===== config.mk =====
export PLATFORM = sky130hd
export DESIGN_NAME = murmur2_hash_32
export DESIGN_NICKNAME = d
export VERILOG_FILES = /design/src/rtl/core/mh2_pkg.sv /design/src/rtl/core/murmur2_hash_32.sv
export SDC_FILE = /design/constraint.sdc
export NUM_CORES = 1
export LEC_CHECK = 0
export BUFFER_PORTS_ARGS = -buffer_cell sky130_fd_sc_hd__buf_2
export CAP_MARGIN = 5
export CORE_MARGIN = 2
export CORE_UTILIZATION = 60
export DETAILED_ROUTE_END_ITERATION = 16
export HOLD_SLACK_MARGIN = 0.08
export PLACE_DENSITY_LB_ADDON = 0.2
export SYNTH_ARGS = -nofsm -noshare
export SYNTH_HDL_FRONTEND = slang
export SYNTH_SLANG_ARGS = --single-unit

===== constraint.sdc =====
create_clock -name clk_i -period 10.65 [get_ports clk_i]
set_input_delay 0.5325 -clock clk_i [delete_from_list [all_inputs] [get_ports clk_i]]
set_output_delay 0.5325 -clock clk_i [all_outputs]
set_load 0.1 [all_outputs]

===== src/rtl/core/mh2_pkg.sv =====
// Shared constants and types for the MurmurHash2 32-bit hash block.
// No dependencies; imported by the core and by its checker.
package mh2_pkg;

  localparam int unsigned HashW   = 32;
  localparam int unsigned CountW  = 3;
  localparam int unsigned LengthW = 31;
  localparam int unsigned InDataW = 72;  // 32 + 3 + 31 fields, padded to whole bytes
  localparam int unsigned AddrW   = 3;

  localparam logic [HashW-1:0]  MixMul   = 32'h5bd1_e995;
  localparam logic [HashW-1:0]  SeedRst  = 32'd97;
  localparam logic [CountW-1:0] FullWord = 3'd4;

  // Byte address of the seed register.
  localparam logic [AddrW-1:0] AddrSeed = 3'd0;

  typedef logic [HashW-1:0] word_t;

endpackage


===== src/rtl/core/murmur2_hash_32.sv =====
// Streaming 32-bit MurmurHash2 core with an APB seed register.
// Depends on mh2_pkg for constants and the word type.
//
//   channel   dir  handshake                    payload
//   s_axis    in   s_axis_tvalid_i/tready_o     tdata: data_word, byte_count, message_length
//                                               tuser: first_item  tlast: last_item
//   m_axis    out  m_axis_tvalid_o/tready_i     tdata: hash_value
//   apb       in   psel/penable/pwrite/pready   paddr, pwdata, prdata: hash_seed at 0x0
//
// A full four-byte word is accepted, then makes three passes through the single
// shared constant multiplier (k*m, mixed k*m, h*m). A tail is accepted and makes one
// extra multiplier pass, (h ^ tail) * m; a short non-last item is finished in its accept cycle.
// The last item adds an avalanche step, which waits while a previous result is
// still held in the output register. Reset is asynchronous, active low; it loads the
// seed with 97 and clears the running hash. The input side is not ready while an
// item is being worked on.
module murmur2_hash_32
  import mh2_pkg::*;
(
  input  logic                 clk_i,
  input  logic                 rst_ni,
  // input items
  input  logic                 s_axis_tvalid_i,
  output logic                 s_axis_tready_o,
  // [31:0] data_word, [34:32] byte_count, [65:35] message_length, [71:66] zero
  input  logic [InDataW-1:0]   s_axis_tdata_i,
  // [0] first_item
  input  logic                 s_axis_tuser_i,
  input  logic                 s_axis_tlast_i,
  // result items
  output logic                 m_axis_tvalid_o,
  input  logic                 m_axis_tready_i,
  // [31:0] hash_value
  output logic [HashW-1:0]     m_axis_tdata_o,
  // configuration
  input  logic                 psel,
  input  logic                 penable,
  input  logic                 pwrite,
  input  logic [AddrW-1:0]     paddr,
  input  logic [HashW-1:0]     pwdata,
  output logic [HashW-1:0]     prdata,
  output logic                 pready
);

  // Sequencer codes
  localparam logic [2:0] StIdle = 3'd0;
  localparam logic [2:0] StK1   = 3'd1;  // k = k * m
  localparam logic [2:0] StK2   = 3'd2;  // k = (k ^ k >> 24) * m
  localparam logic [2:0] StH    = 3'd3;  // h = h * m ^ k
  localparam logic [2:0] StTail = 3'd4;  // h = (h ^ tail) * m
  localparam logic [2:0] StAva  = 3'd5;  // out = avalanche(h)

  logic [2:0]  state_q, state_d;
  word_t       hash_q, hash_d;    // running hash, kept pre-avalanche
  word_t       key_q, key_d;
  logic        last_q, last_d;
  word_t       seed_q;
  logic        out_valid_q, out_valid_d;
  word_t       out_data_q, out_data_d;

  // Unpack the input item
  word_t              in_word;
  logic [CountW-1:0]  in_count_raw, in_count;
  logic [LengthW-1:0] in_length;
  word_t              in_hash;
  word_t              tail_mask;
  logic               in_accept;

  assign in_word      = s_axis_tdata_i[31:0];
  assign in_count_raw = s_axis_tdata_i[34:32];
  assign in_length    = s_axis_tdata_i[65:35];
  // counts above four saturate to a full word
  assign in_count     = in_count_raw[2] ? FullWord : in_count_raw;

  assign s_axis_tready_o = (state_q == StIdle);
  assign in_accept       = s_axis_tvalid_i && s_axis_tready_o;

  // Seed with the length on the first item, else carry on from the running hash
  assign in_hash = s_axis_tuser_i ? (seed_q ^ {1'b0, in_length}) : hash_q;

  always_comb begin
    case (in_count)
      3'd1:    tail_mask = 32'h0000_00ff;
      3'd2:    tail_mask = 32'h0000_ffff;
      3'd3:    tail_mask = 32'h00ff_ffff;
      default: tail_mask = 32'h0000_0000;
    endcase
  end

  // The one shared multiplier; its operand is chosen by the sequencer
  word_t mul_a;
  word_t mul_p;
  logic [2*HashW-1:0] mul_full;

  always_comb begin
    case (state_q)
      StK1:    mul_a = key_q;
      StK2:    mul_a = key_q ^ (key_q >> 24);
      StH:     mul_a = hash_q;
      StTail:  mul_a = hash_q ^ key_q;
      StAva:   mul_a = hash_q ^ (hash_q >> 13);
      default: mul_a = key_q;
    endcase
  end

  assign mul_full = mul_a * MixMul;
  assign mul_p    = mul_full[HashW-1:0];

  // Sequencer
  always_comb begin
    state_d     = state_q;
    hash_d      = hash_q;
    key_d       = key_q;
    last_d      = last_q;
    out_valid_d = out_valid_q;
    out_data_d  = out_data_q;

    // drop the result once taken
    if (m_axis_tready_i) begin
      out_valid_d = 1'b0;
    end

    case (state_q)
      StIdle: begin
        if (in_accept) begin
          hash_d = in_hash;
          last_d = s_axis_tlast_i;
          if (in_count == FullWord) begin
            key_d   = in_word;
            state_d = StK1;
          end else if (s_axis_tlast_i && (in_count != '0)) begin
            key_d   = in_word & tail_mask;
            state_d = StTail;
          end else if (s_axis_tlast_i) begin
            state_d = StAva;
          end
        end
      end
      StK1: begin
        key_d   = mul_p;
        state_d = StK2;
      end
      StK2: begin
        key_d   = mul_p;
        state_d = StH;
      end
      StH: begin
        hash_d  = mul_p ^ key_q;
        state_d = last_q ? StAva : StIdle;
      end
      StTail: begin
        hash_d  = mul_p;
        state_d = StAva;
      end
      StAva: begin
        // hold until the output register is free
        if (!out_valid_q || m_axis_tready_i) begin
          out_data_d  = mul_p ^ (mul_p >> 15);
          out_valid_d = 1'b1;
          state_d     = StIdle;
        end
      end
      default: state_d = StIdle;
    endcase
  end

  always_ff @(posedge clk_i or negedge rst_ni) begin
    if (!rst_ni) begin
      state_q     <= StIdle;
      hash_q      <= '0;
      out_valid_q <= 1'b0;
      last_q      <= 1'b0;
    end else begin
      state_q     <= state_d;
      hash_q      <= hash_d;
      out_valid_q <= out_valid_d;
      last_q      <= last_d;
    end
  end

  // payload registers
  always_ff @(posedge clk_i) begin
    key_q      <= key_d;
    out_data_q <= out_data_d;
  end

  assign m_axis_tvalid_o = out_valid_q;
  assign m_axis_tdata_o  = out_data_q;

  // Configuration: the seed register sits at byte address 0
  logic seed_sel;
  assign seed_sel = (paddr[AddrW-1:2] == AddrSeed[AddrW-1:2]);
  assign pready   = 1'b1;
  assign prdata   = seed_sel ? seed_q : '0;

  always_ff @(posedge clk_i or negedge rst_ni) begin
    if (!rst_ni) begin
      seed_q <= SeedRst;
    end else if (psel && penable && pwrite && pready && seed_sel) begin
      seed_q <= pwdata;
    end
  end

endmodule


# Word level (Yosys, flattened, before mapping)
# Index checks and enable logic that the tools add are counted.
# totals
regBits	133
word_cells	68
out_inout_bits	67
# op_classes
bitwise_logic	8
n_eq_ne	14
n_mux	21
multipliers	1
reduce_logical	17
# ops
operator	count
32-bit 2-to-1 mux	6
32-bit case mux with 4 select lines	1
32-bit case mux with 3 select lines	1
24-bit case mux with 3 select lines	1
32-bit case mux with 2 select lines	1
32-bit XOR	2
32-bit AND	1
32-bit by 31-bit multiplier with 32-bit output, second input constant	1
32-bit by 17-bit XOR with 32-bit output	1
32-bit by 19-bit XOR with 32-bit output	1
32-bit by 31-bit XOR with 32-bit output	1
32-bit by 8-bit XOR with 32-bit output	1
3-bit 2-to-1 mux	7
3-bit case mux with 6 select lines	1
3-bit by 2-bit equality test with 1-bit output, second input constant	4
3-bit equality test, second input constant	3
3-bit AND reduction	3
3-bit by 1-bit equality test with 1-bit output, second input constant	2
3-bit nonzero test	2
1-bit logical AND	5
2-bit by 1-bit inequality test with 1-bit output, second input constant	2
4-bit by 1-bit inequality test with 1-bit output, second input constant	1
2-bit AND reduction	2
3-bit logical NOT	1
other kinds (8)	10

# Logic depth before layout (Yosys ltp)
# Gate-level depths: netlist of the first run.
# depth
ltp_word	8
ltp_mapped	35
depth_no_buf	33

# Worst setup path after synthesis of the first run
# Ideal clock, no wire load.
# synth_timing
path_type	register to register
startpoint	register state_q[0]
endpoint	register hash_q[31]
period_less_slack_ns	8.259
n_path_buf	4
stages_incl_launch_ff	35
setup_slack_ns	2.391
arrival_time_ns	8.127
cell_sequence	dfrtp_1 > buf_2 > buf_2 > buf_1 > clkbuf_1 > a21oi_1 > o21ai_0 > nand2_1 > a221oi_1 > inv_1 > ha_1 > or2_2 > ha_1 > inv_1 > fa_1 > inv_1 > fa_1 > inv_1 > fa_1 > inv_1 > fa_1 > fa_1 > inv_1 > fa_1 > inv_1 > ha_1 > a21o_1 > a21oi_1 > o31ai_1 > a31o_1 > o31a_1 > a31o_2 > xnor2_4 > a221oi_1 > o21ai_1
# synth_between
elab_chain_cells	5
elab_cells_between_ends	14
# synth_lines
item	line	rtl
from (decl)	murmur2_hash_32.sv:53	logic [2:0] state_q, state_d;
from (signal assigned)	murmur2_hash_32.sv:169	state_q <= StIdle;
from (signal assigned)	murmur2_hash_32.sv:174	state_q <= state_d;
3-bit equality test or 3-bit by 2-bit equality test with 1-bit output (tied branches)	murmur2_hash_32.sv:96	case (state_q)
32-bit case mux with 4 select lines (*)	murmur2_hash_32.sv:96	
32-bit by 31-bit multiplier with 32-bit output (*)	murmur2_hash_32.sv:106	assign mul_full = mul_a * MixMul;
named net mul_full[31]	murmur2_hash_32.sv:93	logic [2*HashW-1:0] mul_full;
32-bit XOR	murmur2_hash_32.sv:148	hash_d = mul_p ^ key_q;
32-bit case mux with 3 select lines (*)	murmur2_hash_32.sv:123	case (state_q)
to (signal assigned)	murmur2_hash_32.sv:175	hash_q <= hash_d;
to (decl)	murmur2_hash_32.sv:54	word_t hash_q, hash_d;
# Mark *: on every way through the listed nets, which the timed path passes. The rest lies on a longest branch.
# A chain may end at the register's enable or synchronous reset.

# Worst setup path in the final report of the first run
# layout_timing
startpoint	register state_q[0]
endpoint	register hash_q[27]
# The elaborated chain is that of the path after synthesis.

==> impl_metrics.toml, run 1 <==
[outcome]
status = "finished, final reports clean"

[placed_design]
gp_congestion = 0.960
io_buffers = 173
dp_cells = 2324
dp_hpwl_mm = 39.0

[final_layout]
layout-drive-gt1-share = 0.156
stdcell_count = 2356
final_nets = 2474
areaGrowthSynthToFinish_pct = 11.6
n_antenna_cell = 0

[synthesis]
synth_top_cell_area_share = 0.210
synth_edf_count = 64
yosys.cell_types.count = 75
yosysWarnings = 0
syn-mean-instance-area_um2 = 9.48
yosys-top-cells-area = "fa_1 21%, ha_1 16%, edfxtp_1 11%, dfrtp_1 9.7%, inv_1 8.3%"
ys.flop_type = "dfrtp_1"
synth_area_um2 = 17000
synth-seq-cells = 133
synthCells = 1798
ys_seq_area_frac = 0.214
synth-async-reset-ratio = 0.519
synth.largest_area_cell = "fa_1"
synth_fp_nets = 2307

[timing]
skew_ns = 0.00755
rsz0062_at_grt = "no"
post-route-period-util = 0.893
final_max_slew_viol_count = 0
fin_setup_tns_ns = 0
post-route-min-period_ns = 9.51
clock.fmax_mhz = 105
relSlewSlack = 0.141
final-setup-viol-count = 0
hold_viol = 0
worst_pin_slew_ns = 1.28

[job]
cap_violations = 0

[clocking]
cts_root_buf = "clkbuf_16"
ctsResizeCount = 0
numCtsBuffers = 17
cts_setup_buffers = 0
clk_pin_slew_ns = 0.06
tritoncts = "yes"
worstSkewPairLatency_ns = 0.44
cts.sinks = 133
cts_hold_buf = 0
ctsLongestPathBuffers = 2
cts.htree.levels = 4

[global_routing]
grt_antenna_before_repair = 0
grtUsageTotal = 0.341
grt_pass1_vias = 14300
grt_start_max_net_pins = 70
grt_pass1_wl_mm = 78.3
gr-total-overflow = 0

[worst_setup_path]
crit_top_cell = "fa_1"
worst_ep_arrival_time_ns = 9.80
critPathLaunchType = "register"
cp.required_ns = 10.94
critPathCaptureType = "register"
worstSetupPathType = "reg -> reg"
cpMaxStageDelayCell = "dfrtp_2"
critPathMaxStageDelay_ns = 0.81
crit_fanout = 37

[floorplan]
top_level_ports = 183
start_util = 0.612
core_um2 = 27900
rows = 61
die_area_um2 = 29800
die_h_um = 173
fp.dieW_um = 173

[route]
drt_first_pass_iters = 6
drtIter0Drc = 1182
num_vias = 13800
routed_wl_mm = 49.3
via_per_inst = 5.85
ant_nets = 0
wire_per_inst_um = 20.9
drc = 0

[min_path]
hold_class = "in -> reg"
-- final timing paths --
kind	startpoint	to	slack [ns]	depth (start not counted)
worst max-delay path	state_q[0]	hash_q[27]	1.14	29
max in group asynchronous	rst_ni	state_q[0]	9.62	2
worst max register to register	state_q[0]	hash_q[27]	1.14	29
worst min-delay path	pwdata[20]	seed_q[20]	0.32	2
min in group asynchronous	rst_ni	seed_q[20]	0.33	2
worst min register to register	hash_q[0]	hash_q[0]	0.53	2
-- cells in the mapped netlist, types with 5 or more instances --
cell,count
a21o_1,13
a21oi_1,71
nand2b_1,14
o31ai_1,13
a221oi_1,9
nor3_1,11
xnor2_1,67
edfxtp_1,64
buf_1,9
a22oi_1,15
inv_1,379
dfrtp_1,66
nor3b_1,7
a22o_1,8
nand3b_1,5
nand2_1,102
nor2b_1,40
fa_1,179
nor2_1,81
buf_2,7
xor2_1,60
o22ai_1,6
or2_2,5
a221o_1,10
mux2i_1,7
mux2_2,40
a211oi_1,16
ha_1,214
a31oi_1,13
nand3_1,33
o221ai_1,13
clkbuf_1,43
o21ai_1,5
o21ai_0,90
o211ai_1,7
o21a_1,8
-- state kept, by name, indices dropped and copies added (netlist names) --
signal,cells
m_axis_tvalid_o,1
state_q,3
key_q,32
seed_q,32
hash_q,32
last_q,1
m_axis_tdata_o,32
-- worst max-delay path: cells and delay by family (launching register included) --
family | cells | cell delay (ns)
adders and majority gates | 9 | 3.91
AOI/OAI and AO/OA | 7 | 1.82
buffers and inverters | 6 | 1.05
and+or+nand+nor | 5 | 0.89
DFF | 1 | 0.81
xor gates and xnor gates | 2 | 0.80
-- cell families (layout without fill, tap and decap cells) --
logic type,Yosys count,in the layout,share of synthesized area
AO/OA/AOI/OAI,335,335,0.131
XOR/XNOR,131,131,0.0705
adder cells (fa/ha/maj),393,393,0.367
buffers and inverters,444,624,0.0996
flip-flops,133,133,0.214
multiplexers,47,47,0.0305
other,1,1,0.000220
AND/OR/NAND/NOR,314,314,0.0868
-- layout make-up --
cell class              instances  area (um^2)
inverters                     380         1430
flip-flops and latches        133         3650
clock inverters                14          175
well taps                     378          473
fillers                      2188         8830
clock buffers                  18          429
multi-input cells            1221        11700
repair buffers                212         1160
-- cell usage in the layout (no fill, tap or decap), types with 7 or more instances in the layout --
cell / instances
o21ai_0: 90
o21a_1: 8
nand2b_1: 14
mux2i_1: 7
a21o_1: 13
a211oi_1: 16
o211ai_1: 7
o31ai_1: 13
a221oi_1: 9
nor2_1: 80
a22oi_1: 15
nand2_1: 102
a21oi_1: 70
buf_4: 39
fa_1: 179
nor3b_1: 7
mux2_2: 40
nand3_1: 33
a22o_1: 8
dfrtp_1: 65
clkbuf_16: 17
a221o_1: 10
o221ai_1: 13
xnor2_1: 67
buf_2: 173
ha_1: 214
nor3_1: 11
a31oi_1: 13
edfxtp_1: 64
inv_1: 379
nor2b_1: 40
xor2_1: 60
-- routing by layer --
metal | up-vias | track usage | wire length, um
li1 | 6258 | - | -
met1 | 6686 | 0.435 | 19500
met2 | 709 | 0.560 | 22900
met3 | 127 | 0.0741 | 4570
met4 | 0 | 0.157 | 2350
met5 | - | 0 | 0
-- per-stage QoR --
step | util | worst slack [ns] | area, um^2 | hold WS [ns]
3_3_place_gp | 0.661 | 1.46 | 18400 | 0.506
5_1_grt | 0.683 | 0.724 | 19000 | 0.324
2_1_floorplan | - | 2.39 | 17000 | 0.237
3_5_place_dp | 0.661 | 1.33 | 18400 | 0.520
4_1_cts | 0.683 | 1.30 | 19000 | 0.315
6_report | 0.683 | 1.14 | 19000 | 0.324
Power of run 1 is not shown: default switching activity piles up to over one toggle a cycle in this logic, so the estimate is an artifact.
==> inputs of run 2 (changes only) <==
==> constraint.sdc (replaced) <==
create_clock -name clk_i -period 9.15 [get_ports clk_i]
set_input_delay 1.83 -clock clk_i [delete_from_list [all_inputs] [get_ports clk_i]]
set_output_delay 1.83 -clock clk_i [all_outputs]
set_load 0.1 [all_outputs]
==> run 2 against run 1 <==
Effect of this change:
- clock skew about the same
- via count increased by 0.56%
- final cell count grew 1.1%
- utilization up 0.57 points
==> impl_metrics.toml, run 2 (synthesized netlist as in run 1, its figures left out) <==
[final_layout]
layout_common_cells = "379 x inv_1, 214 x ha_1, 179 x fa_1, 173 x buf_2, 102 x nand2_1"
nFillCells = 2176
n_antenna_cell = 0
final_nets = 2500
final_common_cell = "inv_1"
layout-drive-gt1-share = 0.167
areaGrowthSynthToFinish_pct = 12.5

[worst_setup_path]
r2r-start = "state_q[2]"
crit_top_cell = "inv_1"
cpMaxStageDelayCell = "xnor2_1"
worstSetupPathType = "reg -> reg"
cp.required_ns = 9.43
worst-path-buf-inv = 9
crit_family = "adder cells"
r2r_slack_ns = 0.29
critPathLaunchType = "register"
critPathMaxStageDelay_ns = 0.83
critPathCaptureType = "register"
critPathLaunch = "state_q[2]"
crit_fanout = 11
timing.rr.end = "hash_q[22]"
r2r_cells = 34
worst_ep_arrival_time_ns = 9.15

[global_routing]
grt_pass1_vias = 14500
grtUsageTotal = 0.348
grt_start_max_net_pins = 70
grt_antenna_before_repair = 0
grt_pass1_wl_mm = 80.1
gr-total-overflow = 0

[min_path]
holdPathEnd = "seed_q[26]"
min_path_cells = 1
worstHoldStart = "seed_q[26]"
hold_class = "reg -> reg"

[job]
cap_violations = 0

[clocking]
cts.htree.levels = 4
cts_setup_buffers = 0
clk_pin_slew_ns = 0.06
tritoncts = "yes"
numCtsBuffers = 17
worstSkewPairLatency_ns = 0.43
cts.sinks = 133
ctsLongestPathBuffers = 2
cts_root_buf = "clkbuf_16"

[timing]
clock.fmax_mhz = 113
post-route-period-util = 0.968
hold_viol = 0
final_max_slew_viol_count = 0
post-route-min-period_ns = 8.86
fin_setup_tns_ns = 0
setup_slack_ns = 0.288
final-setup-viol-count = 0
worst_pin_slew_ns = 1.23
relSlewSlack = 0.171
skew_ns = 0.00733

[floorplan]
die_h_um = 173
fp.dieW_um = 173
core_um2 = 27900
die_area_um2 = 29800
start_util = 0.612
top_level_ports = 183
rows = 61

[route]
routed_wl_mm = 50.6
drtIter0Drc = 1236
via_per_inst = 5.82
drt_first_pass_iters = 6
wire_per_inst_um = 21.3
num_vias = 13900
drc = 0
ant_nets = 0

[placed_design]
gp_congestion = 0.996
dp_hpwl_mm = 41.0
pre_cts_slack_ns = 0.245
io_buffers = 173

[outcome]
status = "finished, final reports clean"
## run 2: cell count changes in the layout (fill, tap and decap cells not counted), sizes merged
cell      before  now
buf          212  238
clkinv         4    6
inv          384  383
clkbuf        18   20
clkinvlp       3    2
bufinv         3    1
## run 2: final cells by class
cell class | count | area, um^2 | area share
Inverter | 380 | 1430 | 0.0744
Tap cell | 378 | 473 | 0.0247
Clock inverter | 12 | 104 | 0.00541
Sequential cell | 133 | 3650 | 0.190
Timing Repair Buffer | 238 | 1350 | 0.0706
Multi-Input combinational cell | 1221 | 11700 | 0.611
Clock buffer | 20 | 447 | 0.0233
## run 2: worst max-delay path by stage
stage          slack (ns)  cells past startpoint         end
5_1_grt             -0.03                     34  hash_q[28]
4_1_cts              0.18                     34  hash_q[28]
2_1_floorplan        0.89                     34  hash_q[31]
3_3_place_gp         0.53                     31  hash_q[31]
3_5_place_dp         0.25                     33  hash_q[31]
6_report             0.29                     34  hash_q[22]
## run 2: timing repair
action,4_1_cts,5_1_grt
resized for setup,0,4
setup endpoints to repair,0,11
endpoints found under the hold margin,0,0
hold buffers,0,0
## run 2: per-layer routing
layer  GRT usage  share of wire  up-vias
met5           0              0        -
met4       0.183          0.056        0
met3      0.0761          0.091      152
met2       0.550           0.46      719
met1       0.452           0.40     6678
li1            -              -     6308
## run 2: through the flow
| step | area, um^2 | std cells | hold WS (ns) | util |
|---|---|---|---|---|
| after detailed placement | 18600 | 2350 | 0.526 | 0.668 |
| after global routing | 19200 | 2382 | 0.566 | 0.689 |
| after global placement | 18600 | 2350 | 0.510 | 0.668 |
| final | 19200 | 2382 | 0.543 | 0.689 |
| after CTS | 19200 | 2382 | 0.539 | 0.688 |
| after floorplan | 17000 | 1798 | 0.471 | - |
Power of run 2 is left out for the same reason.
